**config.mk**
```make
export PLATFORM = sky130hd
export DESIGN_NAME = d8fd_ram
export DESIGN_NICKNAME = d
export VERILOG_FILES = /design/src/hw/rtl/d8fd_ram.sv
export SDC_FILE = /design/constraint.sdc
export NUM_CORES = 1
export LEC_CHECK = 0
export BUFFER_PORTS_ARGS = -buffer_cell sky130_fd_sc_hd__buf_4
export CAP_MARGIN = 30
export CORE_MARGIN = 2
export CORE_UTILIZATION = 49
export CTS_CLUSTER_DIAMETER = 60
export DETAILED_ROUTE_END_ITERATION = 16
export HOLD_SLACK_MARGIN = 0.02
export PLACE_DENSITY = 0.66
export SYNTH_ARGS = -nofsm -noshare
export SYNTH_HDL_FRONTEND = slang
export SYNTH_SLANG_ARGS = --single-unit
```
**constraint.sdc**
```tcl
create_clock -name clk -period 2.95 [get_ports clk]
set_clock_uncertainty 0.05 [all_clocks]
set_input_delay 0.885 -clock clk [delete_from_list [all_inputs] [get_ports clk]]
set_output_delay 0.885 -clock clk [all_outputs]
set_load 0.02 [all_outputs]
```
**src/hw/rtl/d8fd_ram.sv**
```systemverilog
// Generic single-write, single-read RAM with registered read data.
module d8fd_ram #(
  parameter int WIDTH = 8,
  parameter int DEPTH = 16
) (
  input  logic                                   clk,
  input  logic                                   we,
  input  logic [((DEPTH > 1) ? $clog2(DEPTH) : 1)-1:0] waddr,
  input  logic [WIDTH-1:0]                       wdata,
  input  logic                                   re,
  input  logic [((DEPTH > 1) ? $clog2(DEPTH) : 1)-1:0] raddr,
  output logic [WIDTH-1:0]                       rdata
);

  logic [WIDTH-1:0] mem [DEPTH];
  logic [WIDTH-1:0] rdata_r;

  always_ff @(posedge clk) begin
    if (we) begin
      mem[waddr] <= wdata;
    end
    if (re) begin
      rdata_r <= mem[raddr];
    end
  end

  assign rdata = rdata_r;

endmodule

```
==> impl_metrics.yaml <==
status:
  status: "finished clean"
logic_synthesis:
  syn_area_um2: 5230
  avgSynthCellArea_um2: 22.8
  synth_fp_nets: 248
  ys_types: 18
  synth_flop_cell: "edfxtp_1"
  synth.top_cells.by_area: "edfxtp_1 (78%), mux4_2 (7.8%), mux4_1 (7.0%), a22oi_1 (2.3%), nor2_1 (0.93%)"
  synthArstFlopShare: 0
  yosys_warnings: 0
  ys_ff_latch: 136
  seq_area_frac_synth: 0.781
  yosys.area.top_type: "edfxtp_1"
  synthCells: 229
  synth_top_area_share: 0.781
  synth.most_common_cell: "edfxtp_1"
  synth_edf_count: 136
  ys_top_cells_by_count: "edfxtp_1 (136), mux4_2 (18), a22oi_1 (16), mux4_1 (14), nor2_1 (13)"
floorplanning:
  dieWidth_um: 107
  die_area_um2: 11500
  ioPinCount: 27
  die_y_um: 107
  core_area_um2: 10300
  rows: 37
  initial_utilization: 0.506
clocking:
  cts_sinks: 136
  post_cts_buffers: 0
  numCtsBuffers: 17
  cts_hold_buf: 0
  tritoncts: "yes"
  htree_levels: 4
  clockBufferDepth: 2
  cts-root-buf: "clkbuf_8"
  clock_latency_ps: 510
  clk_pin_slew_ps: 60
  ctsResizeCount: 0
setup_path:
  path_delay_family: "flip-flops"
  worstReg2RegEnd: "rdata[3]"
  worstSetupEndpointType: "output port"
  path_cells: "buf_4"
  r2r-start: "mem[1][3]"
  startpoint_type: "flip-flop"
  critPathBufInv: 1
  rrSetupSlack_ps: 1430
  slowest_stage: "edfxtp_1"
  r2r_cells: 3
  arrival_ps: 1100
  crit_path_max_incr_delay_ps: 410
  worst-path-max-fanout: 1
  critPathKind: "reg -> out"
  cp.required_ps: 2020
layout:
  drive_above_1_share: 0.307
  num-nets-final: 301
  area_delta_synth_final_pct: 17.8
  fin_area_um2: 6160
  nFillCells: 723
  insertedDiodeCount: 0
sta:
  min_period_over_period: 0.690
  setup_violations: 0
  rsz0062_at_grt: "no"
  maxSlewViolCount: 0
  fin_hold_ws_ps: 628
  layout_min_cycle_time_ps: 2040
  slew_headroom: 0.546
  max_freq_mhz: 491
  hold_violations: 0
  fin_tns_setup_ps: 0
  worst_slew_pin_slew_ps: 679
flow_run:
  max_cap_viol_count: 0
route:
  drtAntennaViolNets: 0
  wirelength_um: 9340
  drt_first_pass_iters: 5
  vias: 2457
  drc_errors: 0
  routed_via_density: 5.73
  drt_iter0_drc: 183
  wl_per_cell_um: 21.8
place:
  hpwl_um: 5860
  place.gp.congestion: 0.719
  io_buffers: 26
  postPlaceCellArea_um2: 5650
pwr:
  total_power_mw: 4.21
  power.leakage_nw: 2.08
  max-vdd-ir-drop_v: 0.000296
  p_per_area_nw_per_um2: 683
grt:
  grt_max_degree: 33
  grt-ovfl-total: 0
  grt_use_total: 0.180
  grt_pass1_wl_um: 14500
  antenna_found_initial: 0
  grt_pass1_vias: 2545
min_path:
  worstHoldStart: "wdata[1]"
  hold_path.class: "in -> reg"
  holdPathEnd: "mem[11][1]"
  min_path_cells: 1
[stage by stage]
stage,utilization,worst slack (ps),instances
floorplan,-,522,229
global placement,0.548,422,399
detailed placement,0.548,413,399
CTS,0.597,893,429
global route,0.597,857,429
finish,0.597,915,429
[layout by cell type (no fill, tap or decap)]
cell type / instances
and2_1: 1
nand2b_1: 2
edfxtp_1: 136
clkbuf_8: 1
nor2b_1: 1
clkbuf_16: 16
nor2_1: 13
buf_4: 43
buf_12: 1
clkinvlp_4: 2
clkinv_1: 2
and2b_1: 1
or3b_2: 1
a22oi_1: 16
nand2_1: 9
mux4_2: 18
nor3_1: 4
mux4_1: 14
clkinv_2: 7
bufinv_16: 1
nand3_1: 1
nand3b_1: 2
clkbuf_1: 1
[per-layer routing]
layer / share of wire / vias up / global-route usage
li1: - / 1082 / -
met1: 0.44 / 1291 / 0.241
met2: 0.50 / 72 / 0.279
met3: 0.046 / 12 / 0.0539
met4: 0.017 / 0 / 0.0705
met5: 0 / - / 0
[worst max-delay path by stage]
stage                     startpoint         to  cells after the start
after CTS                   rdata[1]   rdata[1]                      1
final                       rdata[1]   rdata[1]                      1
after global routing        raddr[0]   rdata[2]                      5
after detailed placement    raddr[0]   rdata[0]                      5
after floorplan             waddr[2]  mem[0][0]                      2
after global placement      raddr[0]   rdata[0]                      5
[cell families after synthesis]
family,share of synthesized area
multiplexers,0.148
flip-flops,0.781
AND/OR/NAND/NOR,0.0314
buffers and inverters,0.0165
AO/OA/AOI/OAI,0.0230
[sequential cells by signal, indices dropped and copies added (netlist names)]
name and count:
mem 128, rdata 8
[area by class of cell]
type                            count  area (µm²)  area share
Clock buffer                       18         418      0.0678
Clock inverter                     12        87.6      0.0142
Multi-Input combinational cell     83        1060       0.172
Sequential cell                   136        4080       0.663
Tap cell                          136         170      0.0276
Timing Repair Buffer               44         343      0.0557
[power by group]
| group | internal, mW | switching [mW] |
|---|---|---|
| Clock | 1.09 | 0.719 |
| Sequential | 2.18 | 0.0118 |
| Combinational | 0.0950 | 0.118 |
| Total | 3.36 | 0.848 |
Power figures use the tool's default switching activity.
