===== config.mk =====
export PLATFORM = sky130hd
export DESIGN_NAME = d8fd_classify
export DESIGN_NICKNAME = d
export VERILOG_FILES = /design/src/hw/rtl/d8fd_pkg.sv /design/src/hw/rtl/d8fd_classify.sv
export SDC_FILE = /design/constraint.sdc
export NUM_CORES = 2
export LEC_CHECK = 0
export BUFFER_PORTS_ARGS = -buffer_cell sky130_fd_sc_hd__clkbuf_2
export CORE_ASPECT_RATIO = 1.2
export CORE_MARGIN = 2
export CORE_UTILIZATION = 35
export DETAILED_ROUTE_END_ITERATION = 8
export SLEW_MARGIN = 25
export SYNTH_ARGS = -nofsm -noshare
export SYNTH_HDL_FRONTEND = slang
export SYNTH_SLANG_ARGS = --single-unit

===== constraint.sdc =====
create_clock -name vclk -period 36.1
set_clock_uncertainty 0.05 [all_clocks]
set_input_delay 5.415 -clock vclk [all_inputs]
set_output_delay 5.415 -clock vclk [all_outputs]
set_load 0.005 [all_outputs]

===== src/hw/rtl/d8fd_pkg.sv =====
// Shared types, widths and constants of the D8 flow-direction stream.
package d8fd_pkg;

  localparam int MAX_COLS  = 1024;
  localparam int ELEV_BITS = 24;

  localparam int ROW_W  = 13;
  localparam int COL_W  = 11;
  localparam int ADDR_W = (MAX_COLS > 1) ? $clog2(MAX_COLS) : 1;

  // drop between two samples, and drop scaled by the Q16 weight
  localparam int DROP_W  = ELEV_BITS + 1;
  localparam int SCALE_W = DROP_W + 17;

  localparam logic signed [17:0] DIAG_W     = 18'sd46341;
  localparam int                 ORTH_SHIFT = 16;

  localparam int                 COL_CAP   = (MAX_COLS > (2**COL_W - 1)) ? (2**COL_W - 1)
                                                                         : MAX_COLS;
  localparam logic [COL_W-1:0]   COL_LIMIT = COL_W'(COL_CAP);
  localparam logic [COL_W-1:0]   COL_MIN   = COL_W'(2);
  localparam logic [ROW_W-1:0]   ROW_MIN   = ROW_W'(2);
  localparam logic [COL_W-1:0]   COL_RESET = COL_W'(200);
  localparam logic [ROW_W-1:0]   ROW_RESET = ROW_W'(200);

  localparam int CFG_IDX_W  = 2;
  localparam int CFG_DATA_W = 13;
  localparam logic [CFG_IDX_W-1:0] REG_GRID_COLS = CFG_IDX_W'(0);
  localparam logic [CFG_IDX_W-1:0] REG_GRID_ROWS = CFG_IDX_W'(1);

  localparam logic [7:0] FLOW_NONE = 8'd0;

  // number of result slots one sample can open
  localparam int NUM_JOBS = 4;

  typedef logic signed [ELEV_BITS-1:0] elev_t;
  typedef elev_t [2:0][2:0] window_t;

  // what one sample leaves for classification once it sits in the window
  typedef struct packed {
    logic [NUM_JOBS-1:0] jobs;
    logic                top_rep;
    logic                left_rep;
    logic [ROW_W-1:0]    row;
    logic [COL_W-1:0]    col;
  } item_info_t;

endpackage


===== src/hw/rtl/d8fd_classify.sv =====
// Steepest-descent D8 classification of one cell of the 3x3 window.
module d8fd_classify import d8fd_pkg::*; (
  input  window_t    win,
  input  logic [1:0] sel,       // bit 1: centre on bottom row, bit 0: centre on right column
  input  logic       top_rep,
  input  logic       left_rep,
  output logic [7:0] code
);

  logic [1:0]                rc, cc, up, lf;
  logic [1:0]                nr [8];
  logic [1:0]                nc [8];
  elev_t                     centre;
  elev_t                     nb [8];
  logic signed [DROP_W-1:0]  drop [8];
  logic signed [SCALE_W-1:0] s [8];
  logic signed [SCALE_W-1:0] l1_s [4];
  logic [2:0]                l1_i [4];
  logic signed [SCALE_W-1:0] l2_s [2];
  logic [2:0]                l2_i [2];
  logic signed [SCALE_W-1:0] best_s;
  logic [2:0]                best_i;

  always_comb begin
    rc = sel[1] ? 2'd2 : 2'd1;
    cc = sel[0] ? 2'd2 : 2'd1;
    // replicate the edge row or column where the neighbour lies outside the raster
    up = (sel[1] || !top_rep) ? rc - 2'd1 : rc;
    lf = (sel[0] || !left_rep) ? cc - 2'd1 : cc;

    nr[0] = 2'd2; nc[0] = lf;
    nr[1] = 2'd2; nc[1] = cc;
    nr[2] = 2'd2; nc[2] = 2'd2;
    nr[3] = rc;   nc[3] = 2'd2;
    nr[4] = up;   nc[4] = 2'd2;
    nr[5] = up;   nc[5] = cc;
    nr[6] = up;   nc[6] = lf;
    nr[7] = rc;   nc[7] = lf;

    centre = win[rc][cc];
    for (int k = 0; k < 8; k++) begin
      nb[k]   = win[nr[k]][nc[k]];
      drop[k] = DROP_W'(nb[k]) - DROP_W'(centre);
      if (k % 2 == 0) begin
        s[k] = SCALE_W'(drop[k]) * SCALE_W'(DIAG_W);
      end else begin
        s[k] = SCALE_W'(drop[k]) <<< ORTH_SHIFT;
      end
    end

    // the later neighbour wins only when strictly steeper: earliest minimum survives
    for (int i = 0; i < 4; i++) begin
      if (s[2*i+1] < s[2*i]) begin
        l1_s[i] = s[2*i+1];
        l1_i[i] = 3'(2*i+1);
      end else begin
        l1_s[i] = s[2*i];
        l1_i[i] = 3'(2*i);
      end
    end
    for (int i = 0; i < 2; i++) begin
      if (l1_s[2*i+1] < l1_s[2*i]) begin
        l2_s[i] = l1_s[2*i+1];
        l2_i[i] = l1_i[2*i+1];
      end else begin
        l2_s[i] = l1_s[2*i];
        l2_i[i] = l1_i[2*i];
      end
    end
    if (l2_s[1] < l2_s[0]) begin
      best_s = l2_s[1];
      best_i = l2_i[1];
    end else begin
      best_s = l2_s[0];
      best_i = l2_i[0];
    end

    code = (best_s < 0) ? (8'd1 << best_i) : FLOW_NONE;
  end

endmodule


==> metrics <==
CLK BUF 0; worst slack, placed 3.91 ns; Hold Path Sink code[5]; crit path max fanout 40; highest clock rate 30.7 MHz; DR WL/cell 23.0 um; vias in the first global route 42100; Die Area 139000 um^2; Detailed Routing Iterations Pass 1 6; most frequent cells in the layout 1159 x inv_1, 1144 x ha_1, 507 x fa_1; synth warn 0; synth unique cells 103; setup TNS 0 ns; Syn Nets 7542; fillcell total 14000; Critical Path Start Type primary input; Final Critical Period 32.52 ns; register area share after synthesis 0%; Worst Setup End Kind output port; Starting Density 35.2%; CP Class primary input to output port; Post-CTS Hold Buffers 0; CTS resizes 0; DRC Markers 0; Area Growth Syn to Fin 8.40%; Hold Path Origin win[47]; pins over their slew limit 0; worst hold-check path type primary input to output port; Overflow after GRT 0; Die H 408 um; vias per cell 5.44; DR vias 42100; dpl hpwl 160000 um; Avg Inst Size Synth 8.40 um^2; layout cells sized above 1 9.42%; Die X 341 um; sequential cells 0; largest net degree at the start of global routing 74; Register Area 0 um^2; Worst Tran Pin Value 1.05 ns; Hold Fails Final Rpt 0; synthesized area 47600 um^2; Final WS setup 3.58 ns; Detail Route Antenna Nets 0; arrival time worst endpoint 27.06 ns; aggregate global-route resource usage 25.2%; Final period util 90.1%; Hold Slack 12.19 ns; maxcap violations 0; initial antenna violation count 24; RSZ-0062 raised after global routing no; WHS Path Cells 9; IO Count 228; Post-CTS Setup Bufs 0; routability cong. 1.02; Crit path top cell by count a21o_1; placeable core region 135000 um^2; first-pass GRT wire length 264000 um; row count 148; IO buf count 228; Max transition margin 28.1%; commonest non-fill, non-tap cell in the layout inv_1; Core Util, Final 38.1%; Slowest-stage cell, CP buf_4; layout net count 7799; routed wire length 178000 um; final setup fails 0; outcome completed; initial DRC count 3022; Syn Inst Count 5671; Required @ worst endpoint 30.63 ns; area occupied by multi-input gates 43000 um^2; slowest stage delay, CP 0.64 ns
==> synth_stat cells, types with 66 or more instances <==
cell type  count  area share (%)
inv_1       1159             9.1
a21oi_1      338             3.6
xnor2_1      210             3.9
xor2_1        89             1.6
fa_1         507              21
mux2i_1      104             2.2
mux2_2       100             2.4
o21ai_0      243             2.6
nand4_1       66            0.87
ha_1        1144              30
a21o_1       195             3.1
nand2_1      271             2.1
nor3_1        82            0.86
nor2_1       311             2.5
==> metrics by stage <==
stage | instances | area, um^2
2_1_floorplan | 5671 | 47600
3_3_place_gp | 7725 | 51500
3_5_place_dp | 7726 | 51600
4_1_cts | 7726 | 51600
5_1_grt | 7726 | 51600
6_report | 7733 | 51600
==> critical path, delay by kind of cell <==
kind | cells | cell delay (ns)
AO/OA/AOI/OAI | 43 | 9.60
XOR/XNOR | 2 | 0.57
buffers and inverters | 11 | 2.36
multiplexers | 3 | 1.43
adder cells (fa/ha/maj) | 11 | 4.40
AND/OR/NAND/NOR | 14 | 3.21
==> worst max-delay path by stage <==
stage          startpoint      end  slack [ns]  depth (start not counted)
6_report           sel[1]  code[5]        3.58                         84
5_1_grt            sel[1]  code[5]        2.14                         86
4_1_cts            sel[1]  code[5]        3.84                         85
3_5_place_dp       sel[1]  code[5]        3.91                         85
3_3_place_gp       sel[1]  code[5]        3.74                         81
2_1_floorplan      sel[1]  code[5]        7.35                         79
==> layer usage <==
layer	track usage [%]	vias up	wire, um
met5	0	-	102
met4	10.1	14	8790
met3	3.58	323	11900
met2	41.7	1397	81400
met1	32.9	20600	75800
li1	-	19700	-
==> cell families after synthesis <==
logic type      Yosys count  share of synthesized area [%]
fa+ha+maj              1651                           51.4
buf+inv                1237                           9.81
simple gates           1082                           11.0
mux                     250                           6.73
xor+xnor                299                           5.50
compound gates         1152                           15.5
==> area by class of cell <==
type                       count  area share, %
multi-input combinational   4434           83.4
inverter                    1159           8.43
tap                         1800           4.36
timing repair buffer         333           3.79
antenna                        7         0.0339
