**src/hw/rtl/d8fd_pkg.sv**
```systemverilog
// Shared types, widths and constants of the D8 flow-direction stream.
package d8fd_pkg;

  localparam int MAX_COLS  = 1024;
  localparam int ELEV_BITS = 24;

  localparam int ROW_W  = 13;
  localparam int COL_W  = 11;
  localparam int ADDR_W = (MAX_COLS > 1) ? $clog2(MAX_COLS) : 1;

  // drop between two samples, and drop scaled by the Q16 weight
  localparam int DROP_W  = ELEV_BITS + 1;
  localparam int SCALE_W = DROP_W + 17;

  localparam logic signed [17:0] DIAG_W     = 18'sd46341;
  localparam int                 ORTH_SHIFT = 16;

  localparam int                 COL_CAP   = (MAX_COLS > (2**COL_W - 1)) ? (2**COL_W - 1)
                                                                         : MAX_COLS;
  localparam logic [COL_W-1:0]   COL_LIMIT = COL_W'(COL_CAP);
  localparam logic [COL_W-1:0]   COL_MIN   = COL_W'(2);
  localparam logic [ROW_W-1:0]   ROW_MIN   = ROW_W'(2);
  localparam logic [COL_W-1:0]   COL_RESET = COL_W'(200);
  localparam logic [ROW_W-1:0]   ROW_RESET = ROW_W'(200);

  localparam int CFG_IDX_W  = 2;
  localparam int CFG_DATA_W = 13;
  localparam logic [CFG_IDX_W-1:0] REG_GRID_COLS = CFG_IDX_W'(0);
  localparam logic [CFG_IDX_W-1:0] REG_GRID_ROWS = CFG_IDX_W'(1);

  localparam logic [7:0] FLOW_NONE = 8'd0;

  // number of result slots one sample can open
  localparam int NUM_JOBS = 4;

  typedef logic signed [ELEV_BITS-1:0] elev_t;
  typedef elev_t [2:0][2:0] window_t;

  // what one sample leaves for classification once it sits in the window
  typedef struct packed {
    logic [NUM_JOBS-1:0] jobs;
    logic                top_rep;
    logic                left_rep;
    logic [ROW_W-1:0]    row;
    logic [COL_W-1:0]    col;
  } item_info_t;

endpackage

```
**src/hw/rtl/d8fd_position.sv**
```systemverilog
// Grid size registers and raster position counters; job flags for each sample.
module d8fd_position import d8fd_pkg::*; (
  input  logic                  clk,
  input  logic                  rst_n,
  input  logic                  cfg_we,
  input  logic [CFG_IDX_W-1:0]  cfg_idx,
  input  logic [CFG_DATA_W-1:0] cfg_wdata,
  input  logic                  step,
  output item_info_t            info,
  output logic [ADDR_W-1:0]     addr
);

  logic [COL_W-1:0] grid_cols_r, grid_cols_nxt;
  logic [ROW_W-1:0] grid_rows_r, grid_rows_nxt;
  logic [COL_W-1:0] col_r, col_nxt;
  logic [ROW_W-1:0] row_r, row_nxt;
  logic [COL_W-1:0] eff_cols;
  logic [ROW_W-1:0] eff_rows;
  logic             not_first_row;
  logic             not_first_col;
  logic             last_row;
  logic             last_col;

  always_comb begin
    if (grid_cols_r < COL_MIN) begin
      eff_cols = COL_MIN;
    end else if (grid_cols_r > COL_LIMIT) begin
      eff_cols = COL_LIMIT;
    end else begin
      eff_cols = grid_cols_r;
    end
    eff_rows = (grid_rows_r < ROW_MIN) ? ROW_MIN : grid_rows_r;
  end

  assign not_first_row = (row_r >= ROW_MIN);
  assign not_first_col = (col_r >= COL_MIN);
  assign last_row      = (row_r == eff_rows);
  assign last_col      = (col_r == eff_cols);

  always_comb begin
    info.jobs[0]  = not_first_row && not_first_col;
    info.jobs[1]  = not_first_row && last_col;
    info.jobs[2]  = last_row && not_first_col;
    info.jobs[3]  = last_row && last_col;
    info.top_rep  = (row_r == ROW_MIN);
    info.left_rep = (col_r == COL_MIN);
    info.row      = row_r;
    info.col      = col_r;
  end

  assign addr = ADDR_W'(col_r - COL_W'(1));

  always_comb begin
    grid_cols_nxt = grid_cols_r;
    grid_rows_nxt = grid_rows_r;
    col_nxt       = col_r;
    row_nxt       = row_r;
    if (cfg_we && (cfg_idx == REG_GRID_COLS)) begin
      grid_cols_nxt = cfg_wdata[COL_W-1:0];
      col_nxt       = COL_W'(1);
      row_nxt       = ROW_W'(1);
    end else if (cfg_we && (cfg_idx == REG_GRID_ROWS)) begin
      grid_rows_nxt = cfg_wdata[ROW_W-1:0];
      col_nxt       = COL_W'(1);
      row_nxt       = ROW_W'(1);
    end else if (step) begin
      if (last_col) begin
        col_nxt = COL_W'(1);
        row_nxt = last_row ? ROW_W'(1) : row_r + ROW_W'(1);
      end else begin
        col_nxt = col_r + COL_W'(1);
      end
    end
  end

  always_ff @(posedge clk) begin
    if (!rst_n) begin
      grid_cols_r <= COL_RESET;
      grid_rows_r <= ROW_RESET;
      col_r       <= COL_W'(1);
      row_r       <= ROW_W'(1);
    end else begin
      grid_cols_r <= grid_cols_nxt;
      grid_rows_r <= grid_rows_nxt;
      col_r       <= col_nxt;
      row_r       <= row_nxt;
    end
  end

endmodule

```
**config.mk**
```make
export PLATFORM = sky130hd
export DESIGN_NAME = d8fd_position
export DESIGN_NICKNAME = d
export VERILOG_FILES = /design/src/hw/rtl/d8fd_pkg.sv /design/src/hw/rtl/d8fd_position.sv
export SDC_FILE = /design/constraint.sdc
export NUM_CORES = 1
export LEC_CHECK = 0
export CELL_PAD_IN_SITES_DETAIL_PLACEMENT = 0
export CELL_PAD_IN_SITES_GLOBAL_PLACEMENT = 1
export CORE_ASPECT_RATIO = 1.4
export CORE_MARGIN = 2
export CORE_UTILIZATION = 30
export CTS_CLUSTER_SIZE = 14
export DETAILED_ROUTE_END_ITERATION = 10
export DONT_BUFFER_PORTS = 1
export GPL_TIMING_DRIVEN = 0
export PLACE_DENSITY_LB_ADDON = 0.1
export REMOVE_ABC_BUFFERS = 1
export SYNTH_ARGS = -nofsm -noshare
export SYNTH_HDL_FRONTEND = slang
export SYNTH_SLANG_ARGS = --single-unit
```
**constraint.sdc**
```tcl
create_clock -name clk -period 5.66 [get_ports clk]
set_input_delay 1.132 -clock clk [delete_from_list [all_inputs] [get_ports clk]]
set_output_delay 1.132 -clock clk [all_outputs]
set_load 0.02 [all_outputs]
```
==> metrics.cfg <==
[drt]
totalWireLength_um=9350
final_antenna_net_count=0
route.vias.total=2720
drc_errors=0
avgRoutedWirePerCell_um=18.6
first_iter_violations=157
drtPass1Iterations=4
vias_per_cell=5.42

[sta]
drv_slew=0
fmax_ghz=0.205
finalCriticalPeriod_ps=4870
finClkSkew_ps=5.72
setup_violations=0
rsz0062_at_grt=no
worstMarginPinSlew_ps=1460
hold_viol=0
slew_headroom=0.0196
period_share=0.861
fin_setup_tns_ps=0

[clocking]
post-cts-setup-buffers=0
clk_pin_slew_ps=70
clock_latency_ps=290
h-tree-depth=2
clock-sinks=48
cts_buffer_depth=2
cts-root-buf=clkbuf_16
cts_hold_buf=0
post_cts_resized=0
cts_tree=yes
cts_inserted_buffers=5

[global_routing]
grt_overflow_total=0
globalRouteTotalUtil=0.174
grt_pass1_wl_um=14400
grt_pass1_vias=2500
antenna_found_initial=0
grt_max_degree=26

[yosys]
ys_async_sr_fraction=0
syn-cell-area_um2=3030
synth_seq_cells=48
netlist_instances=389
synth.avg_cell_area_um2=7.79
yosysSeqAreaShare=0.317
synth-edff-count=0
yosys_warnings=0
ys.flop_type=dfxtp_1
synth_cell_type_count=51

[die]
core_area_um2=9900
ioPinCount=59
rows=43
dieWidth_um=89.0
initial_utilization=0.306
die_h_um=123
dieArea_um2=10900

[worst_hold_path]
worstHoldStart=grid_cols_r[4]$_SDFFE_PN0P_
hold_path_class=reg -> reg

[pwr]
power.density_nw_per_um2=228
p_leak_nw=1.01
p_total_w=0.000733
peakVddDrop_v=0.000113

[final_layout]
fillers=1125
ff_latch_area_um2=961
multiInputGateArea_um2=1880
stdcell_count=502
n_antenna_cell=0
area_delta_synth_final_pct=6.15
nets=391
drive_gt1_frac=0.0681
design_area_um2=3220

[setup_path]
cp_cell_sequence=xnor2_1 -> nand4_1 -> nor3_1 -> nand2_1 -> nor2_1
timing.rr.start=row_r[6]$_SDFFE_PP0P_
crit_end=info[29]
cpPeakStageDelay_ps=1150
worst_setup_path_start_kind=flip-flop
crit_slowest_cell=nor3_1
worstPathRequired_ps=4530
end_kind=output pin
startpoint=row_r[6]$_SDFFE_PP0P_
worstPathArrival_ps=3740
rrSetupSlack_ps=2130
crit_type=reg -> out
r2r-end=row_r[0]$_SDFFE_PP1P_
crit_fanout=15
r2r_cells=6

[run_status]
status=completed

[place]
port_buffers=0
post_dp_cell_area_um2=3070
dpl.hpwl_um=6610
place.gp.congestion=0.791
placed_cells=495

[run]
maxCapViolations=0

## area by class of cell
class | instances | share of cell area
flip-flops and latches | 48 | 0.299
clock buffers | 6 | 0.0432
inverters | 17 | 0.0198
well taps | 135 | 0.0525
multi-input cells | 295 | 0.583
clock inverters | 1 | 0.00272
## cells in the final DEF, fill, tap and decap left out, types with 3 or more instances in the layout
master	count
a21boi_0	23
a21oi_1	21
a32oi_1	3
and3_1	3
clkbuf_16	5
dfxtp_1	48
ha_1	5
inv_1	17
nand2_1	62
nand2b_1	9
nand3_1	17
nand4_1	19
nor2_1	22
nor2b_1	4
nor3_1	18
nor4_1	12
o41ai_1	3
o41ai_2	8
xnor2_1	24
xor2_1	8
## cells in the mapped netlist, types with 2 or more instances
cell type / n / area share
nor3b_1: 2 / 0.0050
or4_1: 2 / 0.0050
and3_1: 3 / 0.0062
inv_1: 17 / 0.021
nand3_1: 17 / 0.028
buf_6: 3 / 0.011
o41ai_2: 8 / 0.043
a21oi_1: 21 / 0.035
o21bai_1: 2 / 0.0050
clkbuf_1: 23 / 0.028
nor3_1: 18 / 0.030
o41ai_1: 3 / 0.0087
buf_2: 2 / 0.0033
dfxtp_1: 48 / 0.32
nand2b_1: 9 / 0.019
nand4_1: 19 / 0.039
nand2_1: 62 / 0.077
ha_1: 5 / 0.021
xor2_1: 8 / 0.023
a21o_1: 2 / 0.0050
a21boi_0: 23 / 0.057
nor2b_1: 4 / 0.0083
or2_2: 2 / 0.0041
and4_1: 2 / 0.0058
xnor2_1: 24 / 0.069
nor4_1: 12 / 0.025
nor2_1: 22 / 0.027
a32oi_1: 3 / 0.0087
## where the power goes
part / leakage [nW] / switching, W / total (W) / internal (W)
clock network: 0.0729 / 0.000134 / 0.000309 / 0.000175
logic: 0.548 / 0.0000408 / 0.0000632 / 0.0000224
registers: 0.389 / 0.0000151 / 0.000361 / 0.000345
total: 1.01 / 0.000190 / 0.000733 / 0.000542
## registers in the layout, summed over array words and instances (netlist names)
name / cells
col_r: 11
grid_cols_r: 11
grid_rows_r: 13
row_r: 13
## routing by layer
metal  vias to the layer above  part of all wire  GRT usage
met3                        14             0.049     0.0381
met4                         0             0.022     0.0625
met5                         -                 0          0
met2                        79              0.50      0.293
met1                      1294              0.43      0.217
li1                       1333                 -          -
## how the worst min path moves through the flow
| stage | to | slack (ps) | cells past startpoint |
|---|---|---|---|
| after detailed placement | grid_cols_r[4]$_SDFFE_PN0P_ | 490 | 2 |
| after global placement | grid_cols_r[4]$_SDFFE_PN0P_ | 470 | 2 |
| final | grid_cols_r[4]$_SDFFE_PN0P_ | 490 | 2 |
| after CTS | grid_cols_r[4]$_SDFFE_PN0P_ | 500 | 2 |
| after global routing | grid_cols_r[4]$_SDFFE_PN0P_ | 530 | 2 |
| after floorplan | grid_cols_r[4]$_SDFFE_PN0P_ | 460 | 2 |
## worst max-delay path, delay by kind of cell, from the launching register on
family,cells,cell delay (ps)
XOR/XNOR,1,180
AND/OR/NAND/NOR,4,2570
flip-flops,1,680
## metrics by stage
stage | hold slack (ps) | setup slack [ps] | utilization
after detailed placement | 488 | 1300 | 0.310
final | 493 | 785 | 0.325
after CTS | 498 | 965 | 0.325
after global routing | 526 | 710 | 0.325
after floorplan | 459 | 2210 | -
after global placement | 474 | 995 | 0.309
## cells by family after synthesis
kind of cell,Yosys count,share of synthesized area
adder cells (fa/ha/maj),5,0.0206
AND/OR/NAND/NOR,182,0.303
AO/OA/AOI/OAI,76,0.201
flip-flops,48,0.317
XOR/XNOR,32,0.0924
buffers and inverters,46,0.0664
(Power assumes the default switching activity.)
